<file path="src/hw/rtl/wmfp_pkg.sv">
// Shared types and constants for the 802.11 management frame parser.
// Depends on nothing; every other file imports it.
package wmfp_pkg;

	// frame storage limit and the position counter widths that follow from it
	localparam int MAX_FRAME_BYTES = 4096;
	localparam int POS_W = $clog2(MAX_FRAME_BYTES + 1);
	localparam int CMP_W = ((POS_W > 9) ? POS_W : 9) + 1;
	localparam logic [POS_W-1:0] POS_MAX = POS_W'(MAX_FRAME_BYTES);

	// frame control bytes and the channel element id
	localparam logic [7:0] FC_PROBE_REQ  = 8'h40;
	localparam logic [7:0] FC_PROBE_RESP = 8'h50;
	localparam logic [7:0] FC_BEACON     = 8'h80;
	localparam logic [7:0] TAG_DS_PARAM  = 8'h03;

	// byte offsets inside the frame
	localparam logic [POS_W-1:0] OFS_ADDR4_FIRST  = POS_W'(4);
	localparam logic [POS_W-1:0] OFS_ADDR4_LAST   = POS_W'(9);
	localparam logic [POS_W-1:0] OFS_ADDR10_FIRST = POS_W'(10);
	localparam logic [POS_W-1:0] OFS_ADDR10_LAST  = POS_W'(15);
	localparam logic [POS_W-1:0] OFS_TAGS_REQ     = POS_W'(24);
	localparam logic [POS_W-1:0] OFS_TAGS_OTHER   = POS_W'(36);
	localparam logic [POS_W-1:0] OFS_SSID_LEN     = POS_W'(37);
	localparam logic [POS_W-1:0] OFS_SSID_FIRST   = POS_W'(38);

	typedef enum logic [1:0] {
		KIND_REQUEST  = 2'd0,
		KIND_RESPONSE = 2'd1,
		KIND_BEACON   = 2'd2
	} kind_t;

	// tagged element walk: id byte, length byte, first body byte
	typedef enum logic [2:0] {
		TAG_ID   = 3'b001,
		TAG_LEN  = 3'b010,
		TAG_CHAN = 3'b100
	} tag_phase_t;

	typedef struct packed {
		logic        record_kind;
		logic [7:0]  ssid_char;
		logic [1:0]  frame_kind;
		logic [47:0] addr_at_ten;
		logic [47:0] addr_at_four;
		logic [7:0]  ssid_length;
		logic [7:0]  channel;
		logic        channel_found;
		logic        frame_truncated;
	} rec_t;

endpackage

</file>
<file path="src/hw/rtl/wifi_mgmt_frame_parser.sv">
// Top level of the 802.11 management frame parser: input register and wiring.
// Depends on wmfp_pkg, wmfp_parse and wmfp_out_reg.
//
// Takes one frame byte per cycle, with frame_end on the last byte, and gives
// SSID characters of probe responses and beacons as they pass, then one
// summary record at frame end (kinds, addresses, SSID length, channel from
// the first DS parameter element, truncation flag). Other frame types give
// nothing. Throughput is one byte per cycle while the output is not stalled.
// A byte's record reaches the result ports through the input register and then
// the result register. The input stalls only while the result register holds a
// record that the sink is stalling, whether or not the held byte makes a record.
// The throughput is set by the per-frame parse state, which is updated once per byte.
// Bytes beyond MAX_FRAME_BYTES are ignored until frame end.
module wifi_mgmt_frame_parser
	import wmfp_pkg::*;
(
	input  logic        clk,
	input  logic        arst_n,
	input  logic        in_valid,
	output logic        in_stall,
	input  logic [7:0]  frame_byte,
	input  logic        frame_end,
	output logic        out_valid,
	input  logic        out_stall,
	output logic        record_kind,
	output logic [7:0]  ssid_char,
	output logic [1:0]  frame_kind,
	output logic [47:0] addr_at_ten,
	output logic [47:0] addr_at_four,
	output logic [7:0]  ssid_length,
	output logic [7:0]  channel,
	output logic        channel_found,
	output logic        frame_truncated
);

	logic       valid_s1;
	logic [7:0] byte_s1;
	logic       end_s1;
	logic       free;
	logic       step;
	logic       accept;
	logic       rec_hit;
	rec_t       rec;
	rec_t       rec_out;

	// process the held byte whenever the result register can take its record
	assign step     = valid_s1 && free;
	assign in_stall = valid_s1 && !free;
	assign accept   = in_valid && !in_stall;

	// input register
	always_ff @(posedge clk or negedge arst_n) begin
		if (!arst_n) begin
			valid_s1 <= 1'b0;
		end else if (accept) begin
			valid_s1 <= 1'b1;
		end else if (step) begin
			valid_s1 <= 1'b0;
		end
	end

	always_ff @(posedge clk) begin
		if (accept) begin
			byte_s1 <= frame_byte;
			end_s1  <= frame_end;
		end
	end

	wmfp_parse u_parse (
		.clk     (clk),
		.arst_n  (arst_n),
		.step    (step),
		.byte_in (byte_s1),
		.end_in  (end_s1),
		.rec_hit (rec_hit),
		.rec     (rec)
	);

	wmfp_out_reg u_out (
		.clk       (clk),
		.arst_n    (arst_n),
		.load      (step && rec_hit),
		.rec_in    (rec),
		.out_stall (out_stall),
		.out_valid (out_valid),
		.free      (free),
		.rec_out   (rec_out)
	);

	// spread the record onto its field ports
	assign record_kind     = rec_out.record_kind;
	assign ssid_char       = rec_out.ssid_char;
	assign frame_kind      = rec_out.frame_kind;
	assign addr_at_ten     = rec_out.addr_at_ten;
	assign addr_at_four    = rec_out.addr_at_four;
	assign ssid_length     = rec_out.ssid_length;
	assign channel         = rec_out.channel;
	assign channel_found   = rec_out.channel_found;
	assign frame_truncated = rec_out.frame_truncated;

endmodule

</file>
<file path="src/hw/rtl/wmfp_parse.sv">
// Per-frame parse state and the logic that advances it by one byte.
// Depends on wmfp_pkg for offsets, codes and the record type.
module wmfp_parse
	import wmfp_pkg::*;
(
	input  logic       clk,
	input  logic       arst_n,
	input  logic       step,
	input  logic [7:0] byte_in,
	input  logic       end_in,
	output logic       rec_hit,
	output rec_t       rec
);

	logic [POS_W-1:0] pos_q, pos_d;
	kind_t            kind_q, kind_d;
	logic             known_q, known_d;
	logic [47:0]      addr10_q, addr10_d;
	logic [47:0]      addr4_q, addr4_d;
	logic [7:0]       len_q, len_d;
	logic [POS_W-1:0] ntp_q, ntp_d;
	logic [7:0]       chan_q, chan_d;
	logic             seen_q, seen_d;
	tag_phase_t       phase_q, phase_d;

	logic [CMP_W-1:0] pos_x;
	logic [CMP_W-1:0] ntp_x;
	logic [CMP_W-1:0] ssid_last;
	logic [CMP_W-1:0] tag_next;
	logic [CMP_W-1:0] need;

	// advance the parse state by one byte and form the record it causes
	always_comb begin
		pos_d     = pos_q;
		kind_d    = kind_q;
		known_d   = known_q;
		addr10_d  = addr10_q;
		addr4_d   = addr4_q;
		len_d     = len_q;
		ntp_d     = ntp_q;
		chan_d    = chan_q;
		seen_d    = seen_q;
		phase_d   = phase_q;
		rec_hit   = 1'b0;
		rec       = '0;
		pos_x     = CMP_W'(pos_q);
		ntp_x     = CMP_W'(ntp_q);
		ssid_last = CMP_W'(OFS_SSID_LEN) + CMP_W'(len_q);
		tag_next  = ntp_x + CMP_W'(2) + CMP_W'(byte_in);
		need      = '0;

		if (pos_q < POS_MAX) begin
			if (pos_q == '0) begin
				// classify on the frame control byte
				known_d = 1'b1;
				unique case (byte_in)
					FC_PROBE_REQ: begin
						kind_d = KIND_REQUEST;
						ntp_d  = OFS_TAGS_REQ;
					end
					FC_PROBE_RESP: begin
						kind_d = KIND_RESPONSE;
						ntp_d  = OFS_TAGS_OTHER;
					end
					FC_BEACON: begin
						kind_d = KIND_BEACON;
						ntp_d  = OFS_TAGS_OTHER;
					end
					default: known_d = 1'b0;
				endcase
			end else if (known_q) begin
				// shift in the two addresses, first byte most significant
				if (pos_q >= OFS_ADDR4_FIRST && pos_q <= OFS_ADDR4_LAST)
					addr4_d = {addr4_q[39:0], byte_in};
				if (pos_q >= OFS_ADDR10_FIRST && pos_q <= OFS_ADDR10_LAST)
					addr10_d = {addr10_q[39:0], byte_in};
				if (kind_q != KIND_REQUEST && pos_q == OFS_SSID_LEN)
					len_d = byte_in;
				// stream SSID bytes unless the frame ends here
				if (kind_q != KIND_REQUEST && pos_q >= OFS_SSID_FIRST &&
				    pos_x <= ssid_last && !end_in) begin
					rec_hit          = 1'b1;
					rec.ssid_char    = byte_in;
					rec.frame_kind   = kind_q;
					rec.ssid_length  = len_q;
				end
				// walk the tagged elements until the channel turns up
				if (!seen_q) begin
					unique case (phase_q)
						TAG_ID: begin
							if (pos_q == ntp_q)
								phase_d = (byte_in == TAG_DS_PARAM) ? TAG_CHAN : TAG_LEN;
						end
						TAG_LEN: begin
							if (pos_x == ntp_x + CMP_W'(1)) begin
								if (tag_next >= CMP_W'(MAX_FRAME_BYTES))
									ntp_d = POS_MAX;
								else
									ntp_d = tag_next[POS_W-1:0];
								phase_d = TAG_ID;
							end
						end
						TAG_CHAN: begin
							if (pos_x == ntp_x + CMP_W'(2)) begin
								chan_d = byte_in;
								seen_d = 1'b1;
							end
						end
						default: phase_d = TAG_ID;
					endcase
				end
			end
			pos_d = pos_q + POS_W'(1);
		end

		if (end_in) begin
			// summary from the updated state, then clear for the next frame
			if (known_d) begin
				need = (kind_d == KIND_REQUEST) ? CMP_W'(OFS_ADDR10_LAST)
				                                : CMP_W'(OFS_SSID_LEN) + CMP_W'(len_d);
				rec_hit             = 1'b1;
				rec.record_kind     = 1'b1;
				rec.ssid_char       = 8'd0;
				rec.frame_kind      = kind_d;
				rec.addr_at_ten     = addr10_d;
				rec.addr_at_four    = addr4_d;
				rec.ssid_length     = len_d;
				rec.channel         = seen_d ? chan_d : 8'd0;
				rec.channel_found   = seen_d;
				rec.frame_truncated = (pos_x < need);
			end
			pos_d    = '0;
			kind_d   = KIND_REQUEST;
			known_d  = 1'b0;
			addr10_d = '0;
			addr4_d  = '0;
			len_d    = '0;
			ntp_d    = '0;
			chan_d   = '0;
			seen_d   = 1'b0;
			phase_d  = TAG_ID;
		end
	end

	// hold state between bytes
	always_ff @(posedge clk or negedge arst_n) begin
		if (!arst_n) begin
			pos_q    <= '0;
			kind_q   <= KIND_REQUEST;
			known_q  <= 1'b0;
			addr10_q <= '0;
			addr4_q  <= '0;
			len_q    <= '0;
			ntp_q    <= '0;
			chan_q   <= '0;
			seen_q   <= 1'b0;
			phase_q  <= TAG_ID;
		end else if (step) begin
			pos_q    <= pos_d;
			kind_q   <= kind_d;
			known_q  <= known_d;
			addr10_q <= addr10_d;
			addr4_q  <= addr4_d;
			len_q    <= len_d;
			ntp_q    <= ntp_d;
			chan_q   <= chan_d;
			seen_q   <= seen_d;
			phase_q  <= phase_d;
		end
	end

endmodule

</file>
<file path="src/hw/rtl/wmfp_out_reg.sv">
// Result register of the parser: holds one record until the sink takes it.
// Depends on wmfp_pkg for the record type.
module wmfp_out_reg
	import wmfp_pkg::*;
(
	input  logic clk,
	input  logic arst_n,
	input  logic load,
	input  rec_t rec_in,
	input  logic out_stall,
	output logic out_valid,
	output logic free,
	output rec_t rec_out
);

	logic valid_s2;
	rec_t rec_s2;

	// the register can take a new item when empty or being drained
	assign free      = !valid_s2 || !out_stall;
	assign out_valid = valid_s2;
	assign rec_out   = rec_s2;

	// load a new item or drop the one taken
	always_ff @(posedge clk or negedge arst_n) begin
		if (!arst_n) begin
			valid_s2 <= 1'b0;
		end else if (load) begin
			valid_s2 <= 1'b1;
		end else if (!out_stall) begin
			valid_s2 <= 1'b0;
		end
	end

	always_ff @(posedge clk) begin
		if (load) begin
			rec_s2 <= rec_in;
		end
	end

endmodule

</file>
<file path="config.mk">
export PLATFORM = sky130hd
export DESIGN_NAME = wifi_mgmt_frame_parser
export DESIGN_NICKNAME = d
export VERILOG_FILES = /design/src/hw/rtl/wmfp_pkg.sv /design/src/hw/rtl/wifi_mgmt_frame_parser.sv /design/src/hw/rtl/wmfp_parse.sv /design/src/hw/rtl/wmfp_out_reg.sv
export SDC_FILE = /design/constraint.sdc
export NUM_CORES = 1
export LEC_CHECK = 0
export BUFFER_PORTS_ARGS = -buffer_cell sky130_fd_sc_hd__buf_2
export CORE_UTILIZATION = 40
export CTS_CLUSTER_DIAMETER = 60
export DETAILED_ROUTE_END_ITERATION = 16
export PLACE_DENSITY = 0.55
export RECOVER_POWER = 25
export SLEW_MARGIN = 0
export SYNTH_ARGS = -nofsm -noshare
export SYNTH_HDL_FRONTEND = slang
export SYNTH_SLANG_ARGS = --single-unit
</file>
<file path="constraint.sdc">
create_clock -name clk -period 8.6 [get_ports clk]
set_input_delay 1.72 -clock clk [delete_from_list [all_inputs] [get_ports clk]]
set_output_delay 1.72 -clock clk [all_outputs]
set_load 0.05 [all_outputs]
</file>
### Word level (Yosys, flattened, before mapping)

Index checks and enable logic that the tools add are counted.

* $add $sub $neg: 6
* order comparisons: 9
* eq/ne operators: 19
* mux-type cells: 79
* reductions and logical operators: 32

Operators by type and width (count)
* 48-bit two-way mux: 10
* 8-bit two-way mux: 17
* 13-bit two-way mux: 10
* 125-bit two-way mux: 1
* 124-bit two-way mux: 1
* 10-bit two-way mux: 4
* 13-bit by 14-bit == test with 1-bit output: 2
* 13-bit by 4-bit less-or-equal comparator with 1-bit output (second input constant): 2
* 13-bit case mux with 2 select lines: 1
* 3-bit two-way mux: 8
* 1-bit two-way mux: 21
* 6-bit by 8-bit adder with 9-bit output (first input constant): 2
* 8-bit by 7-bit == test with 1-bit output (second input constant): 2
* 13-bit by 1-bit adder with 14-bit output (second input constant): 1
* 13-bit by 2-bit adder with 14-bit output (second input constant): 1
* 14-bit by 8-bit adder with 14-bit output: 1
* 14-bit by 13-bit greater-or-equal comparator with 1-bit output (second input constant): 1
* 13-bit by 14-bit less-or-equal comparator with 1-bit output: 1
* 13-bit by 14-bit less-than comparator with 1-bit output: 1
* 14-bit two-way mux: 1
* 13-bit by 1-bit adder with 13-bit output (second input constant): 1
* 13-bit == test: 1
* 13-bit by 6-bit == test with 1-bit output (second input constant): 1
* 13-bit by 3-bit greater-or-equal comparator with 1-bit output (second input constant): 1
* other kinds (29): 53

* bits in registers: 281
* input bits: 13
* output and inout port bits: 127
* word-level logic and storage cells: 168

### Logic depth before layout (Yosys ltp)

* word-level depth: 12
* depth in mapped cells: 19
* depth with buffers taken out: 17

### By module

Synthesis repeated with hierarchy kept, for this count alone.

* cell total of the unflattened synthesis: 1426
* area, all modules: 14735.4 µm²

Modules (own cells, without submodules)
* wmfp_parse: instances 1, cells each 1282, area each 10605.2 µm², seq. area each 3629.7 µm²
* wmfp_out_reg: instances 1, cells each 128, area each 3789.9 µm², seq. area each 3778.6 µm²
* wifi_mgmt_frame_parser: instances 1, cells each 16, area each 340.3 µm², seq. area each 295.3 µm²

### Worst setup path before layout

No wires, ideal clock.

* path type: register -> register
* from: register u_parse.len_q[2]
* to: register u_out.rec_s2 (netlist bit u_out.rec_out[0]) (enable)
* library setup time: 499 ps
* data arrival time: 5550 ps
* data required time: 8101 ps
* setup slack: 2551 ps
* stages on the path, launching flop included: 15
* path buffers: 2
* clock period less this slack: 6049 ps
* path through: dfrtp_1 -> clkbuf_1 -> a21oi_1 -> nor2_1 -> o21ai_0 -> xor2_1 -> ha_1 -> nand4_1 -> or3_1 -> o21ai_0 -> nand2_1 -> or4_1 -> clkbuf_1 -> o21ai_0 -> and2_1

* longest elaborated chain between the ends: 11

RTL lines
* start, declared: RTL line wmfp_parse.sv:20 `logic [7:0] len_q, len_d;`
* start signal, assigned: RTL line wmfp_parse.sv:164 `len_q <= len_d;`
* 6-bit by 8-bit adder with 9-bit output *: RTL line wmfp_parse.sv:48 `ssid_last = CMP_W'(OFS_SSID_LEN) + CMP_W'(len_q);`
* 13-bit by 14-bit less-or-equal comparator with 1-bit output *: RTL line wmfp_parse.sv:81 `pos_x <= ssid_last && !end_in) begin`
* 1-bit logical AND *: RTL line wmfp_parse.sv:80 `if (kind_q != KIND_REQUEST && pos_q >= OFS_SSID_FIRST &&`
* 1-bit logical AND *: RTL line wmfp_parse.sv:81
* 1-bit two-way mux *: RTL line wmfp_parse.sv:80
* 1-bit two-way mux *: RTL line wmfp_parse.sv:71 `end else if (known_q) begin`
* 1-bit two-way mux *: RTL line wmfp_parse.sv:53 `if (pos_q == '0) begin`
* 1-bit two-way mux *: RTL line wmfp_parse.sv:52 `if (pos_q < POS_MAX) begin`
* 1-bit two-way mux: RTL line wmfp_parse.sv:118 `if (known_d) begin`
* 1-bit two-way mux *: RTL line wmfp_parse.sv:116 `if (end_in) begin`
* 1-bit logical AND *: RTL line wifi_mgmt_frame_parser.sv:82 `.load (step && rec_hit),`
* via u_out.load: RTL line wmfp_out_reg.sv:8 `input logic load,`
* end signal, assigned: RTL line wmfp_out_reg.sv:37 `rec_s2 <= rec_in;`
* end, declared: RTL line wmfp_out_reg.sv:17 `rec_t rec_s2;`

The timed path passes the listed nets; every way through them passes the cells marked *.
A chain may end at the register's enable or synchronous reset.

==> results_dict.tcl <==
set metrics [dict create \
    place_inst 2052 \
    area_growth_pct 13.6 \
    vdd_drop_max_uv 108 \
    root_buffer "clkbuf_16" \
    rsz0062_at_grt "no" \
    drv_cap 1 \
    via_count 11902 \
    p_comb_share_pct 12.6 \
    maxSlewHeadroom_pct -207 \
    cp_slowest_cell "clkbuf_1" \
    synth.net_count 1592 \
    drt_wl_total_mm 41.1 \
    run_status "complete, but fails checks" \
    layout-drive-gt1-share_pct 9.68 \
    worst_path_largest_cell_delay_ps 3150 \
    async_reset_ff_share_pct 52.3 \
    ys_types 73 \
    post-route-period-util_pct 66.2 \
    worstSetupStartpointType "primary input" \
    ant_nets 0 \
    track_usage_pct 21.7 \
    cts_tree "yes" \
    grt_max_degree 100 \
    cts_made_buffers 34 \
    fp.dieArea_um2 37700 \
    seqPwrFrac_pct 46.6 \
    arrival_ps 6210 \
    hold_path.class "register to register" \
    cp_top_family "buffers and inverters" \
    p_clk_share_pct 40.7 \
    max_freq_mhz 176 \
    nFillCells 3421 \
    syn_avg_cell_area_um2 9.55 \
    cts_hold_buf 0 \
    p_sw_w 0.000984 \
    clk_latency_ps 530 \
    fin_crit_ps 5690 \
    num_antenna_cells 0 \
    vias_per_cell 5.63 \
    worst-setup-path-type "primary input to asynchronous set/reset pin" \
    design_area_um2 16800 \
    fin_cells 2114 \
    grt_pass1_vias 11368 \
    finalSetupViolCount 0 \
    multiInputGateArea_um2 6530 \
    power_report.internal_total_w 0.00256 \
    cts_buffer_depth 3 \
    dpl.hpwl_mm 26.0 \
    path_cells "clkbuf_1 -> buf_4" \
    drc 0 \
    violations "capacitance limit, slew limit" \
    io_buffers 139 \
    skew_ps 18.9 \
    final_cell_mix "346 x nand2_1, 146 x o21ai_0, 146 x dfrtp_1" \
    switching_share_pct 27.8 \
    dpl-instance-area_um2 15700 \
    finalHoldViolations 0 \
    grt_pass1_wl_mm 65.1 \
    die_y_um 194 \
    p_leak_nw 6.23 \
    tightest_slew_ps 4610 \
    path_clk_slew_ps 60 \
    synth_edf_count 134 \
    synth_cells 1545 \
    cp_max_fo 76 \
    final_nets 1674 \
    seqCellArea_um2 7700 \
    fin_setup_tns_ps 0 \
    slew_violations 77 \
    cts_resized 0 \
    design_power_total_w 0.00354 \
    layout_commonest_cell "nand2_1" \
    core_um2 35900 \
    htreeDepth 2 \
    rows 69 \
    antenna_found_initial 0 \
    yosysSeqAreaShare_pct 52.2 \
    start_util_pct 41.1 \
    drt-initial-drc-count 998 \
    ff2ff_setup_slack_ps 3700 \
    grt_remaining_overflow 0 \
    dr.pass1.iters 7 \
    cp.required_ps 9110 \
    cts.sinks 281 \
    wl_per_cell_um 19.4 \
    cp-end-kind "asynchronous set/reset pin" \
    syn_area_um2 14800 \
    gp_congestion 0.898 \
    crit_buf_inv 2 \
    yosysWarningCount 0 \
    die_w_um 194 \
    post_cts_buffers 0 \
    io_pins 140 \
    synth_ff_type "dfrtp_1" \
    power.density_nw_per_um2 211 \
    ys_seq_elements 281 \
]
-- logic make-up (layout without fill, tap and decap cells) --
group | Yosys count | in the layout | share of synthesized area [%]
DFF | 281 | 281 | 52.2
xor gates and xnor gates | 55 | 55 | 3.26
muxes | 19 | 19 | 1.41
AOI/OAI and AO/OA | 477 | 477 | 19.9
adders and majority gates | 34 | 34 | 2.93
and+or+nand+nor | 543 | 543 | 16.5
buffers and inverters | 136 | 244 | 3.77
-- flip-flops by register name, indices dropped and copies added, names as in the netlist --
name              count
u_parse.chan_q        8
u_parse.seen_q        1
end_s1                1
u_parse.len_q         8
u_out.out_valid       1
u_parse.kind_q        2
valid_s1              1
u_parse.addr4_q      48
u_parse.pos_q        13
u_parse.known_q       1
u_parse.phase_q       3
byte_s1               8
u_parse.addr10_q     48
u_parse.ntp_q        13
u_out.rec_out       125
-- through the flow --
stage | worst slack (ps) | util, % | hold slack, ps
final | 2910 | 46.7 | 480
after global routing | 1970 | 46.7 | 517
after CTS | 3680 | 47.0 | 484
after detailed placement | 3730 | 43.8 | 471
after global placement | 3790 | 43.8 | 461
after floorplan | 2550 | - | 450
-- synthesized netlist by cell type, types with 7 or more instances --
| cell | instances | area, um^2 |
|---|---|---|
| a22o_1 | 18 | 158 |
| o211ai_1 | 7 | 52.6 |
| inv_1 | 25 | 93.8 |
| nand2_1 | 346 | 1300 |
| nand3_1 | 21 | 105 |
| o21a_1 | 7 | 52.6 |
| clkbuf_1 | 75 | 282 |
| nand4_1 | 15 | 93.8 |
| mux2i_1 | 17 | 170 |
| nor3_1 | 13 | 65.1 |
| dfrtp_1 | 146 | 3650 |
| ha_1 | 33 | 413 |
| edfxtp_1 | 134 | 4020 |
| a21o_1 | 9 | 67.6 |
| a21oi_1 | 130 | 651 |
| and2_1 | 13 | 81.3 |
| xnor2_1 | 34 | 298 |
| nor2_1 | 61 | 229 |
| a31oi_1 | 7 | 43.8 |
| nor4_1 | 9 | 56.3 |
| o21ai_0 | 146 | 731 |
| xor2_1 | 21 | 184 |
| buf_2 | 21 | 105 |
| nand2b_1 | 7 | 43.8 |
| a21boi_0 | 96 | 721 |
| or3_1 | 18 | 113 |
| buf_1 | 10 | 37.5 |
| a22oi_1 | 16 | 120 |
-- worst paths after layout --
kind / startpoint / end / cells after the start
setup / recovery: arst_n / u_parse.addr4_q[8] / 2
min in group asynchronous: arst_n / valid_s1 / 1
max in group clk: u_parse.len_q[0] / u_out.rec_out[80] / 14
hold / removal: u_parse.addr4_q[47] / u_parse.addr4_q[47] / 2
setup reg to reg: u_parse.len_q[0] / u_out.rec_out[80] / 14
hold reg to reg: u_parse.addr4_q[47] / u_parse.addr4_q[47] / 2
-- power by group through the flow --
stage	Clock (W)	Sequential [W]	Combinational [W]
floorplan	0	0.00163	0.000346
global placement	0	0.00167	0.000435
detailed placement	0	0.00167	0.000448
CTS	0.00148	0.00165	0.000450
global route	0.00153	0.00167	0.000511
finish	0.00144	0.00165	0.000447
-- layer usage --
metal | GRT usage [%] | wire, um | vias to the layer above
li1 | - | - | 5657
met1 | 32.0 | 19600 | 5813
met2 | 32.8 | 18100 | 365
met3 | 3.39 | 2390 | 67
met4 | 6.44 | 1010 | 0
met5 | 0 | 0 | -
-- layout make-up --
cell class,count,share of cell area [%]
Tap cell,461,3.44
Inverter,26,0.582
Multi-Input combinational cell,1128,39.0
Timing Repair Buffer,156,4.36
Sequential cell,281,46.0
Clock inverter,14,1.07
Clock buffer,48,5.64
Note: power is estimated with default switching activity, not from simulation.
